`config.mk`:
```
export PLATFORM = sky130hd
export DESIGN_NAME = pidst_state
export DESIGN_NICKNAME = d
export VERILOG_FILES = /design/src/sv/pidst_pkg.sv /design/src/sv/pidst_state.sv
export SDC_FILE = /design/constraint.sdc
export NUM_CORES = 1
export LEC_CHECK = 0
export BUFFER_PORTS_ARGS = -buffer_cell sky130_fd_sc_hd__clkbuf_2
export CAP_MARGIN = 0
export CORE_ASPECT_RATIO = 0.7
export CORE_UTILIZATION = 62
export CTS_CLUSTER_DIAMETER = 80
export DETAILED_ROUTE_END_ITERATION = 8
export PLACE_DENSITY = 0.86
export REMOVE_ABC_BUFFERS = 1
export SLEW_MARGIN = 20
export SYNTH_ARGS = -nofsm -noshare
export SYNTH_HDL_FRONTEND = slang
export SYNTH_SLANG_ARGS = --single-unit
```
`constraint.sdc`:
```
create_clock -name aclk -period 25.5 [get_ports aclk]
set_input_delay 3.825 -clock aclk [delete_from_list [all_inputs] [get_ports aclk]]
set_output_delay 3.825 -clock aclk [all_outputs]
set_load 0.05 [all_outputs]
```
`src/sv/pidst_pkg.sv`:
```
// Package for the PID step block with settle and timeout supervision.
// Holds the register map, the configuration and update structs and helpers.
// No dependencies.
package pidst_pkg;

    localparam int ERR_W    = 16;
    localparam int GAIN_W   = 16;
    localparam int BAND_W   = 15;
    localparam int TIME_W   = 16;
    localparam int TICK_W   = 8;
    localparam int TIMER_W  = 17;
    localparam int SUM_W    = 24;
    localparam int DERIV_W  = ERR_W + 1;
    localparam int DRIVE_W  = 32;
    localparam int CFG_AW   = 3;
    localparam int CFG_DW   = 16;

    localparam logic [TIMER_W-1:0] TIMER_MAX = {TIMER_W{1'b1}};

    typedef enum logic [CFG_AW-1:0] {
        REG_GAIN_P          = 3'd0,
        REG_GAIN_I          = 3'd1,
        REG_GAIN_D          = 3'd2,
        REG_SETTLE_BAND     = 3'd3,
        REG_SETTLE_DURATION = 3'd4,
        REG_TIMEOUT_LIMIT   = 3'd5,
        REG_WINDUP_LIMIT    = 3'd6,
        REG_TICK_MS         = 3'd7
    } reg_idx_t;

    localparam logic [GAIN_W-1:0] GAIN_P_RST          = 16'd256;
    localparam logic [GAIN_W-1:0] GAIN_I_RST          = 16'd0;
    localparam logic [GAIN_W-1:0] GAIN_D_RST          = 16'd0;
    localparam logic [BAND_W-1:0] SETTLE_BAND_RST     = 15'd256;
    localparam logic [TIME_W-1:0] SETTLE_DURATION_RST = 16'd300;
    localparam logic [TIME_W-1:0] TIMEOUT_LIMIT_RST   = 16'd5000;
    localparam logic [BAND_W-1:0] WINDUP_LIMIT_RST    = 15'd32767;
    localparam logic [TICK_W-1:0] TICK_MS_RST         = 8'd10;

    typedef struct packed {
        logic [GAIN_W-1:0] gain_p;
        logic [GAIN_W-1:0] gain_i;
        logic [GAIN_W-1:0] gain_d;
        logic [BAND_W-1:0] settle_band;
        logic [TIME_W-1:0] settle_duration;
        logic [TIME_W-1:0] timeout_limit;
        logic [BAND_W-1:0] windup_limit;
        logic [TICK_W-1:0] tick_ms;
    } pidst_cfg_t;

    // Per-item result of the state update, fed to the multiply stage
    typedef struct packed {
        logic                      settled;
        logic signed [ERR_W-1:0]   err;
        logic signed [SUM_W-1:0]   error_sum;
        logic signed [DERIV_W-1:0] deriv;
    } pidst_upd_t;

    function automatic logic [TIMER_W-1:0] timer_add(input logic [TIMER_W-1:0] t,
                                                     input logic [TICK_W-1:0] d);
        logic [TIMER_W:0] s;
        s = {1'b0, t} + {{(TIMER_W+1-TICK_W){1'b0}}, d};
        return s[TIMER_W] ? TIMER_MAX : s[TIMER_W-1:0];
    endfunction

endpackage

```
`src/sv/pidst_state.sv`:
```
// Controller state for the PID step block: timers, integral, previous error.
// Computes the per-item update and commits it when the item advances.
// Depends on pidst_pkg.
module pidst_state (
    input  logic                          aclk,
    input  logic                          aresetn,
    input  pidst_pkg::pidst_cfg_t         cfg,
    input  logic                          adv,
    input  logic signed [pidst_pkg::ERR_W-1:0] err,
    output pidst_pkg::pidst_upd_t         upd
);
    import pidst_pkg::*;

    logic [TIMER_W-1:0]      elapsed_ms_reg, elapsed_ms_next;
    logic [TIMER_W-1:0]      settled_ms_reg, settled_ms_next;
    logic signed [SUM_W-1:0] error_sum_reg, error_sum_next;
    logic signed [ERR_W-1:0] last_error_reg;

    logic                    stop;
    logic [ERR_W:0]          err_ext;
    logic [ERR_W:0]          err_mag;
    logic [ERR_W:0]          band_ext;
    logic [SUM_W:0]          sum_wide;
    logic [SUM_W-1:0]        sum_sat;
    logic [SUM_W-1:0]        sum_mag;

    always_comb begin
        elapsed_ms_next = timer_add(elapsed_ms_reg, cfg.tick_ms);
        stop = (elapsed_ms_next > {1'b0, cfg.timeout_limit}) ||
               (settled_ms_reg > {1'b0, cfg.settle_duration});

        err_ext  = {err[ERR_W-1], err};
        err_mag  = err_ext[ERR_W] ? (~err_ext + 1'b1) : err_ext;
        band_ext = {{(ERR_W+1-BAND_W){1'b0}}, cfg.settle_band};

        settled_ms_next = (err_mag < band_ext) ? timer_add(settled_ms_reg, cfg.tick_ms)
                                               : settled_ms_reg;

        // Saturating integral
        sum_wide = {error_sum_reg[SUM_W-1], error_sum_reg} +
                   {{(SUM_W+1-ERR_W){err[ERR_W-1]}}, err};
        if (sum_wide[SUM_W] != sum_wide[SUM_W-1]) begin
            sum_sat = sum_wide[SUM_W] ? {1'b1, {(SUM_W-1){1'b0}}}
                                      : {1'b0, {(SUM_W-1){1'b1}}};
        end else begin
            sum_sat = sum_wide[SUM_W-1:0];
        end
        sum_mag = sum_sat[SUM_W-1] ? (~sum_sat + 1'b1) : sum_sat;

        // Clear when the integral magnitude is inside the settle band or when the error exceeds the windup limit
        if ((sum_mag < {{(SUM_W-BAND_W){1'b0}}, cfg.settle_band}) ||
            (err_mag > {{(ERR_W+1-BAND_W){1'b0}}, cfg.windup_limit})) begin
            error_sum_next = '0;
        end else begin
            error_sum_next = sum_sat;
        end

        upd.settled   = stop;
        upd.err       = err;
        upd.error_sum = error_sum_next;
        upd.deriv     = $signed(err_ext) - $signed({last_error_reg[ERR_W-1], last_error_reg});
    end

    always_ff @(posedge aclk) begin
        if (!aresetn) begin
            elapsed_ms_reg <= '0;
            settled_ms_reg <= '0;
            error_sum_reg  <= '0;
            last_error_reg <= '0;
        end else if (adv) begin
            elapsed_ms_reg <= elapsed_ms_next;
            // A settled item touches only the elapsed timer
            if (!stop) begin
                settled_ms_reg <= settled_ms_next;
                error_sum_reg  <= error_sum_next;
                last_error_reg <= err;
            end
        end
    end

endmodule
```
Yosys cells after proc, flatten, opt, wreduce, memory -nomap -nowiden:

Cells that the tools add are included.

* bits in registers: 74
* input bits: 137
* word-level logic and storage cells: 30

* add/sub/neg operators: 6
* order comparisons: 5
* eq/ne operators: 1
* multiplexer cells: 7
* bitwise logic cells: 3
* reductions and logical operators: 4

Operators by type and width (count)
* 24-bit 2-to-1 mux: 4
* 17-bit 2-to-1 mux: 3
* 17-bit by 8-bit adder with 18-bit output: 2
* 17-bit by 16-bit > comparator with 1-bit output: 2
* 24-bit by 16-bit adder with 25-bit output: 1
* 24-bit by 1-bit adder with 24-bit output, second input constant: 1
* 24-bit by 15-bit less-than comparator with 1-bit output: 1
* 24-bit inverter: 1
* 17-bit by 1-bit adder with 17-bit output, second input constant: 1
* 17-bit by 15-bit > comparator with 1-bit output: 1
* 17-bit by 15-bit less-than comparator with 1-bit output: 1
* 17-bit inverter: 1
* 16-bit by 16-bit subtractor with 17-bit output: 1
* 3-bit AND reduction: 1
* 1-bit logical OR: 2
* 2-bit AND reduction: 1
* 1-bit inequality test: 1
* 1-bit inverter: 1

Depth between registers and ports, before layout:

Gate-level depths: netlist (run 1).

* word-level depth: 9
* mapped depth: 34

Least setup slack after synthesis (run 1):

Ideal clock, no wire load.

* path kind: input-to-output
* start point: input port err[0] in the netlist's numbering
* end point: output port upd[38] in the netlist's numbering
* data arrival time: 10.341 ns
* data required time: 21.675 ns
* path slack: 11.334 ns
* stages: 29
* cells stage by stage: ha_1 > fa_1 > a211oi_2 > nor3_2 > o31ai_4 > o311a_1 > a21oi_1 > mux2_2 > clkbuf_1 > o21ai_0 > ha_1 > clkbuf_1 > inv_1 > o21ai_0 > a221oi_1 > xnor2_1 > ha_1 > and4_1 > a221oi_1 > o21ai_0 > a21o_1 > a21o_1 > a21oi_1 > o21ai_0 > or4_1 > a311oi_1 > and4_1 > buf_6 > nor4_1

RTL lines
* from (decl): RTL line pidst_state.sv:9 `input logic signed [pidst_pkg::ERR_W-1:0] err,`
* to (decl): RTL line pidst_state.sv:10 `output pidst_pkg::pidst_upd_t upd`

==> results.sh, run 1 <==
export IMPL_p_per_area_nw_per_um2=74.02
export IMPL_grt_pass1_vias=9382
export IMPL_finalPower_mw=0.8061
export IMPL_overflow=0
export IMPL_wl_met2_um=12410
export IMPL_vias_per_cell=6.457
export IMPL_finalSetupViolations=0
export IMPL_nNetsFinal=1726
export IMPL_yosysUniqueCellTypes=85
export IMPL_synth_warnings=0
export IMPL_ir_drop_mv=0.03760
export IMPL_cp_start_kind="input pin"
export IMPL_cts_setup_buffers=0
export IMPL_slew_limit_headroom=0.3151
export IMPL_wl_met3_um=3720
export IMPL_final_cells=1657
export IMPL_antenna_found_initial=0
export IMPL_setup_worst_path_class="input pin to output port"
export IMPL_fp_dieArea_sq_um=16510
export IMPL_largest_reg_flops=24
export IMPL_synth_xor_area_frac=0.05122
export IMPL_synth_edf_count=0
export IMPL_tns_ps=0
export IMPL_synth_area_sq_um=9917
export IMPL_synth_compound_area_share=0.2860
export IMPL_cts_sinks=74
export IMPL_hold_buffers=0
export IMPL_synth_top_cell_area_share=0.1678
export IMPL_crit_path_max_incr_delay_ps=950
export IMPL_initial_utilization=0.6379
export IMPL_synth_seq_cells=74
export IMPL_grt_pass1_wl_um=47990
export IMPL_p_leak_nw=5.132
export IMPL_numCtsBuffers=9
export IMPL_synth_area_mux_share=0.01577
export IMPL_synthAdderAreaFrac=0.1799
export IMPL_grt_max_degree=52
export IMPL_num_antenna_cells=0
export IMPL_syn_instance_count=1371
export IMPL_top_layer_used="met4"
export IMPL_path_delay_family="compound AO/OA/AOI/OAI gates"
export IMPL_syn_area_per_cell_sq_um=7.233
export IMPL_synth_simple_gate_area_frac=0.2243
export IMPL_rows=38
export IMPL_async_reset_ff_frac=0
export IMPL_path_clk_slew_ps=60
export IMPL_hpwlAfterDp_um=22960
export IMPL_hp_class="flop to flop"
export IMPL_cp_end_kind="output port"
export IMPL_routed_wl_um=30450
export IMPL_ios=195
export IMPL_dp_cells=1641
export IMPL_cts_buffer_depth=2
export IMPL_final_hold_violation_count=0
export IMPL_die_w_um=153.2
export IMPL_met1_length_um=13790
export IMPL_place_congestion=0.9806
export IMPL_drv_cap=0
export IMPL_first_iter_violations=1173
export IMPL_crit_buf_inv=3
export IMPL_drive_above_1_share=0.1462
export IMPL_yosys_top_cells_count="ha_1, inv_1, nand2_1"
export IMPL_cts_tree="yes"
export IMPL_core_area_sq_um=15550
export IMPL_fin_util=0.7005
export IMPL_yosysSeqAreaShare=0.1494
export IMPL_wl_per_cell_um=18.38
export IMPL_rsz0062_at_grt="false"
export IMPL_ys_top_cells_by_area="ha_1, dfxtp_1, a21oi_1"
export IMPL_root_buffer="clkbuf_16"
export IMPL_portBuffers=146
export IMPL_period_needed_ps=16260
export IMPL_worstSkewPairLatency_ps=350
export IMPL_cts_htree_levels=3
export IMPL_r2r_setup_slack_ps=16870
export IMPL_arrival_ps=12440
export IMPL_status="finished, final reports clean"
export IMPL_post_cts_resized=0
export IMPL_synthFlopType="dfxtp_1"
export IMPL_slew_violations=0
export IMPL_fin_crit_sh=0.6377
export IMPL_finalClockSkew_ps=8.856
export IMPL_die_height_um=107.8
export IMPL_synth_top_cell_by_area="ha_1"
export IMPL_ant_nets=0
export IMPL_vias=10700
export IMPL_grt_total_usage=0.3665
export IMPL_cp_max_fo=48
export IMPL_post_route_drc_count=0
export IMPL_area_delta_synth_final_pct=9.815
export IMPL_synth_most_common_cell="ha_1"
export IMPL_cp_slowest_cell="and4_2"
export IMPL_synth_top_family_by_area="compound AO/OA/AOI/OAI gates"
export IMPL_worstMarginPinSlew_ps=1027
export IMPL_fmax_ghz=0.06149
export IMPL_cp_required_ps=21670
export IMPL_drt_first_pass_iters=8
==> routing by layer <==
layer  global-route usage  vias to the layer above
li1                     -                     5108
met1               0.5273                     4900
met2               0.5408                      635
met3              0.08857                       57
met4              0.08874                        0
met5                    0                        -
==> placed cells by master (no fill, tap or decap), types with 33 or more instances in the layout <==
cell,synthesis,routed
nor3_1,35,34
dfxtp_1,74,74
inv_1,132,132
xnor2_1,43,43
a21o_1,33,33
nor2_1,107,106
o21ai_0,76,76
a21oi_1,107,107
nand3_1,75,75
clkbuf_2,0,146
ha_1,133,133
nand2_1,109,109
==> area by class of cell <==
type                       instances  area (sq um)
tap                              200         250.2
multi-input combinational       1078          7531
timing repair buffer             157         813.3
clock buffer                      10         229.0
clock inverter                     6         90.09
inverter                         132         495.5
fill                            1305          4657
sequential                        74          1481
==> worst min-delay path: cells and delay by family, from the launching register on <==
kind	cells	cell delay [ps]
DFF	1	310
and+or+nand+nor	1	50
AOI/OAI and AO/OA	1	50
==> final timing paths <==
check,depth (start not counted),end,from
setup / recovery,27,upd[26],err[15]
hold / removal,2,last_error_reg[14],last_error_reg[14]
setup reg to reg,25,error_sum_reg[1],error_sum_reg[5]
hold reg to reg,2,last_error_reg[14],last_error_reg[14]
==> report_power, final <==
group / total (mW) / switching, mW / internal, mW
Sequential: 0.136 / 0.00807 / 0.128
Combinational: 0.526 / 0.355 / 0.171
Clock: 0.144 / 0.0581 / 0.0862
Total: 0.806 / 0.421 / 0.385
==> metrics by stage <==
stage | cell area [sq um] | hold slack [ps] | worst slack [ps]
finish | 10890 | 459.8 | 9238
global route | 10890 | 479.5 | 8568
CTS | 10890 | 462.6 | 9449
detailed placement | 10570 | 452.4 | 9497
global placement | 10570 | 442.1 | 9534
floorplan | 9487 | 436.3 | 10330
==> cell families after synthesis <==
logic type | after synthesis
AND/OR/NAND/NOR | 453
AO/OA/AOI/OAI | 411
buffers and inverters | 219
adder cells (fa/ha/maj) | 141
flip-flops | 74
XOR/XNOR | 58
multiplexers | 15
(Power assumes the default switching activity.)
==> run 2: changes to the inputs <==
--- a/config.mk
+++ b/config.mk
@@ -8,10 +8,10 @@
 export BUFFER_PORTS_ARGS = -buffer_cell sky130_fd_sc_hd__clkbuf_2
 export CAP_MARGIN = 0
 export CORE_ASPECT_RATIO = 0.7
-export CORE_UTILIZATION = 62
+export CORE_UTILIZATION = 58
 export CTS_CLUSTER_DIAMETER = 80
 export DETAILED_ROUTE_END_ITERATION = 8
-export PLACE_DENSITY = 0.86
+export PLACE_DENSITY = 0.81
 export REMOVE_ABC_BUFFERS = 1
 export SLEW_MARGIN = 20
 export SYNTH_ARGS = -nofsm -noshare
==> constraint.sdc (replaced) <==
create_clock -name aclk -period 16.49 [get_ports aclk]
set_input_delay 2.4735 -clock aclk [delete_from_list [all_inputs] [get_ports aclk]]
set_output_delay 2.4735 -clock aclk [all_outputs]
set_load 0.05 [all_outputs]
==> results.sh, run 2 (same netlist as run 1, synthesis figures left out) <==
export IMPL_worstSkewPairLatency_ps=350
export IMPL_rows=39
export IMPL_nNetsFinal=1725
export IMPL_grt_total_usage=0.3440
export IMPL_die_height_um=111.4
export IMPL_ir_drop_mv=0.06098
export IMPL_p_per_area_nw_per_um2=112.9
export IMPL_largest_reg_flops=24
export IMPL_slew_limit_headroom=0.2882
export IMPL_dp_cells=1665
export IMPL_cts_tree="yes"
export IMPL_tns_ps=0
export IMPL_fin_util=0.6607
export IMPL_path_clk_slew_ps=70
export IMPL_final_common_cell="clkbuf_2"
export IMPL_place_congestion=0.9894
export IMPL_ios=195
export IMPL_num_antenna_cells=0
export IMPL_overflow=0
export IMPL_setup_worst_path_class="input pin to output port"
export IMPL_finalClockSkew_ps=6.981
export IMPL_ant_nets=0
export IMPL_cp_start_kind="input pin"
export IMPL_period_needed_ps=13750
export IMPL_cp_max_fo=48
export IMPL_cts_setup_buffers=0
export IMPL_vias=10600
export IMPL_post_route_drc_count=0
export IMPL_multi_input_comb_area_sq_um=7531
export IMPL_initial_utilization=0.6013
export IMPL_post_cts_resized=0
export IMPL_hold_buffers=0
export IMPL_status="finished, final reports clean"
export IMPL_root_buffer="clkbuf_16"
export IMPL_p_leak_nw=5.117
export IMPL_antenna_found_initial=0
export IMPL_numCtsBuffers=9
export IMPL_regArea_sq_um=1481
export IMPL_fmax_ghz=0.07271
export IMPL_area_delta_synth_final_pct=9.879
export IMPL_drv_cap=0
export IMPL_core_area_sq_um=16490
export IMPL_slew_violations=0
export IMPL_hpwlAfterDp_um=23060
export IMPL_finalSetupViolations=0
export IMPL_cts_buffer_depth=2
export IMPL_final_hold_violation_count=0
export IMPL_nFillCells=1437
export IMPL_portBuffers=146
export IMPL_cp_required_ps=14020
export IMPL_vias_per_cell=6.303
export IMPL_routed_wl_um=30420
export IMPL_grt_pass1_wl_um=48020
export IMPL_drive_above_1_share=0.1463
export IMPL_cts_htree_levels=3
export IMPL_layout_common_cells="clkbuf_2, ha_1, inv_1"
export IMPL_cts_sinks=74
export IMPL_rsz0062_at_grt="false"
export IMPL_cp_end_kind="output port"
export IMPL_drt_first_pass_iters=5
export IMPL_grt_max_degree=52
export IMPL_first_iter_violations=1154
export IMPL_wl_per_cell_um=18.10
export IMPL_worstMarginPinSlew_ps=1068
export IMPL_hp_class="flop to flop"
export IMPL_arrival_ps=11280
export IMPL_timing_hold_ws_ps=460.2
export IMPL_grt_pass1_vias=9400
export IMPL_fp_dieArea_sq_um=17630
export IMPL_final_cells=1681
export IMPL_fin_crit_sh=0.8341
export IMPL_die_w_um=158.3
==> run 2: per-stage QoR <==
step | instance area (sq um) | power, mW | worst slack [ps]
6_report | 10900 | 1.230 | 2736
5_1_grt | 10900 | 1.305 | 2325
4_1_cts | 10900 | 1.211 | 3082
3_5_place_dp | 10600 | 1.000 | 3128
3_3_place_gp | 10600 | 0.9858 | 3194
2_1_floorplan | 9487 | 0.7861 | 4020
==> run 2: power breakdown <==
group / switching (mW) / internal [mW] / total (mW)
Combinational: 0.546 / 0.265 / 0.811
Clock: 0.0900 / 0.118 / 0.209
Sequential: 0.0129 / 0.197 / 0.210
==> run 2: worst max-delay path, stage by stage <==
cell	delay, ps
clkbuf_2	420
ha_1	700
a211oi_1	130
o21bai_1	350
a221o_1	250
a21o_1	230
a31oi_4	120
xnor2_1	870
a21oi_2	260
ha_1	370
inv_1	220
o21ai_0	120
a221oi_1	480
xnor2_1	200
ha_1	280
and4_1	220
a221oi_1	240
o21ai_0	110
a21o_1	180
a21o_1	170
a21oi_1	390
o21ai_0	140
or4_1	560
a311oi_1	260
and4_2	990
nor3_1	150
clkbuf_2	300
==> run 2: final cells by class <==
cell class / instances / share of cell area
clock buffers: 9 / 0.02067
flip-flops and latches: 74 / 0.1360
repair buffers: 156 / 0.07395
inverters: 132 / 0.04547
well taps: 225 / 0.02584
multi-input cells: 1078 / 0.6911
clock inverters: 7 / 0.007004
==> run 2: final timing paths <==
| path | from | end | cells past startpoint | slack (ps) |
|---|---|---|---|---|
| min | last_error_reg[9] | last_error_reg[9] | 2 | 460 |
| max | err[15] | upd[26] | 27 | 2740 |
| min reg2reg | last_error_reg[9] | last_error_reg[9] | 2 | 460 |
| max reg2reg | error_sum_reg[6] | error_sum_reg[10] | 26 | 7700 |
==> run 2: per-layer routing <==
metal  track usage  vias to the layer above  part of all wire
met4       0.07564                        0             0.016
met5             0                        -                 0
met2        0.5009                      538              0.41
met3       0.08369                       45              0.11
met1        0.5055                     4882              0.46
li1              -                     5130                 -
==> run 3: changes to the inputs <==
--- a/config.mk
+++ b/config.mk
@@ -5,13 +5,14 @@
 export SDC_FILE = /design/constraint.sdc
 export NUM_CORES = 1
 export LEC_CHECK = 0
+export ABC_AREA = 1
 export BUFFER_PORTS_ARGS = -buffer_cell sky130_fd_sc_hd__clkbuf_2
 export CAP_MARGIN = 0
 export CORE_ASPECT_RATIO = 0.7
-export CORE_UTILIZATION = 58
+export CORE_UTILIZATION = 52
 export CTS_CLUSTER_DIAMETER = 80
 export DETAILED_ROUTE_END_ITERATION = 8
-export PLACE_DENSITY = 0.81
+export PLACE_DENSITY = 0.77
 export REMOVE_ABC_BUFFERS = 1
 export SLEW_MARGIN = 20
 export SYNTH_ARGS = -nofsm -noshare
==> constraint.sdc (replaced) <==
create_clock -name aclk -period 12.54 [get_ports aclk]
set_input_delay 1.881 -clock aclk [delete_from_list [all_inputs] [get_ports aclk]]
set_output_delay 1.881 -clock aclk [all_outputs]
set_load 0.05 [all_outputs]
==> results.sh, run 3 <==
export IMPL_period_needed_ps=9853
export IMPL_final_hold_violation_count=0
export IMPL_numCtsBuffers=9
export IMPL_antenna_found_initial=0
export IMPL_r2r_setup_slack_ps=6440
export IMPL_cp_slowest_cell="nand2_2"
export IMPL_fp_dieArea_sq_um=20170
export IMPL_synth_area_sq_um=10190
export IMPL_cts_htree_levels=3
export IMPL_hp_class="flop to flop"
export IMPL_status="finished, final reports clean"
export IMPL_yosysUniqueCellTypes=48
export IMPL_post_cts_resized=0
export IMPL_synth_edf_count=0
export IMPL_synth_seq_cells=74
export IMPL_root_buffer="clkbuf_16"
export IMPL_finalSetupViolations=0
export IMPL_cts_setup_buffers=0
export IMPL_timing_hold_ws_ps=461.4
export IMPL_synth_top_cell_area_share=0.1633
export IMPL_regArea_sq_um=1481
export IMPL_fin_crit_sh=0.7857
export IMPL_hold_depth=2
export IMPL_rsz0062_at_grt="false"
export IMPL_p_leak_nw=6.253
export IMPL_min_delay_start="last_error_reg[11]"
export IMPL_fmax_ghz=0.1015
export IMPL_cp_max_fo=33
export IMPL_syn_area_per_cell_sq_um=6.406
export IMPL_path_common_cell="nand2_1"
export IMPL_yosys_top_cells_count="nand2_1, inv_1, ha_1"
export IMPL_largest_reg_flops=24
export IMPL_synth_warnings=0
export IMPL_tns_ps=0
export IMPL_worstMarginPinSlew_ps=1009
export IMPL_ir_drop_mv=0.08982
export IMPL_cts_tree="yes"
export IMPL_r2r_cells=29
export IMPL_drv_cap=0
export IMPL_finalClockSkew_ps=10.22
export IMPL_final_cells=1966
export IMPL_cp_startpoint="err[15]"
export IMPL_initial_utilization=0.5358
export IMPL_overflow=0
export IMPL_area_delta_synth_final_pct=10.29
export IMPL_drive_above_1_share=0.1798
export IMPL_final_common_cell="nand2_1"
export IMPL_routed_wl_um=28240
export IMPL_setup_worst_path_class="input pin to output port"
export IMPL_final_area_sq_um=11240
export IMPL_cp_end_kind="output port"
export IMPL_vias=10270
export IMPL_hpwlAfterDp_um=22140
export IMPL_grt_pass1_vias=9295
export IMPL_grt_max_degree=57
export IMPL_multi_input_comb_area_sq_um=7238
export IMPL_slew_violations=0
export IMPL_nNetsFinal=1971
export IMPL_place_area_sq_um=10940
export IMPL_slew_limit_headroom=0.3271
export IMPL_yosysSeqAreaShare=0.1453
export IMPL_wl_per_cell_um=14.37
export IMPL_grt_total_usage=0.2848
export IMPL_hold_buffers=0
export IMPL_p_per_area_nw_per_um2=145.2
export IMPL_ios=195
export IMPL_path_clk_slew_ps=60
export IMPL_drt_first_pass_iters=5
export IMPL_core_area_sq_um=19020
export IMPL_fin_util=0.5909
export IMPL_hold_end="last_error_reg[11]"
export IMPL_vias_per_cell=5.222
export IMPL_async_reset_ff_frac=0
export IMPL_rows=42
export IMPL_cts_sinks=74
export IMPL_crit_path_max_incr_delay_ps=680
export IMPL_dp_cells=1950
export IMPL_ant_nets=0
export IMPL_num_antenna_cells=0
export IMPL_die_height_um=119.1
export IMPL_cp_required_ps=10660
export IMPL_timing_rr_end="settled_ms_reg[3]"
export IMPL_grt_pass1_wl_um=46020
export IMPL_worstSkewPairLatency_ps=350
export IMPL_synthFlopType="dfxtp_1"
export IMPL_path_delay_family="simple AND/OR/NAND/NOR gates"
export IMPL_portBuffers=146
export IMPL_first_iter_violations=1001
export IMPL_cts_buffer_depth=2
export IMPL_nFillCells=1895
export IMPL_crit_buf_inv=5
export IMPL_synth_top_cell_by_area="ha_1"
export IMPL_rr_startpoint="elapsed_ms_reg[2]"
export IMPL_post_route_drc_count=0
export IMPL_cp_start_kind="input pin"
export IMPL_place_congestion=0.9404
export IMPL_die_w_um=169.3
export IMPL_layout_common_cells="nand2_1, inv_1, clkbuf_2"
export IMPL_syn_instance_count=1591
export IMPL_ys_top_cells_by_area="ha_1, dfxtp_1, nand2_1"
export IMPL_arrival_ps=7970
export IMPL_synth_most_common_cell="nand2_1"
[run 3: worst max path at each step]
stage                    to  depth (start not counted)  slack (ps)
floorplan           upd[36]                         13         340
global placement    upd[38]                         33        3000
detailed placement  upd[39]                         33        2850
CTS                 upd[39]                         30        2820
global route        upd[39]                         31        2280
finish              upd[39]                         30        2690
[run 3: tightest hold or removal path, stage by stage, from the launching register on]
cell and delay (ps):
dfxtp_1 300, inv_1 60, a21oi_1 50
[run 3: layout make-up]
| type | count | share of cell area |
|---|---|---|
| multi-input combinational | 1161 | 0.6439 |
| tap | 264 | 0.02939 |
| inverter | 302 | 0.1008 |
| sequential | 74 | 0.1318 |
| timing repair buffer | 149 | 0.06701 |
| clock buffer | 11 | 0.02159 |
| clock inverter | 5 | 0.005454 |
[run 3: cell families (layout without fill, tap and decap cells)]
| logic type | count (synthesis) | after routing | share of synthesized area |
|---|---|---|---|
| DFF | 74 | 74 | 0.1453 |
| xor gates and xnor gates | 72 | 72 | 0.06187 |
| and+or+nand+nor | 693 | 693 | 0.3284 |
| buffers and inverters | 356 | 467 | 0.1455 |
| adders and majority gates | 137 | 137 | 0.1711 |
| AOI/OAI and AO/OA | 259 | 259 | 0.1478 |
[run 3: routing by layer]
metal  global-route usage  part of all wire  up-vias  wire length [um]
li1                     -                 -     5301                 -
met1               0.4317              0.50     4587             14180
met2               0.4149              0.41      350             11460
met3              0.04320             0.080       26              2259
met4              0.06194             0.011        2               297
met5              0.02046            0.0019        -                53
[run 3: power by group]
part           switching (mW)  internal [mW]
combinational           0.749          0.330
clock                   0.116          0.161
sequential             0.0167          0.259
[run 3: per-stage QoR]
step                      power [mW]  worst slack, ps
after floorplan                1.098            336.8
after global routing           1.759             2280
final                          1.632             2687
after CTS                      1.627             2817
after detailed placement       1.341             2848
after global placement         1.314             3002
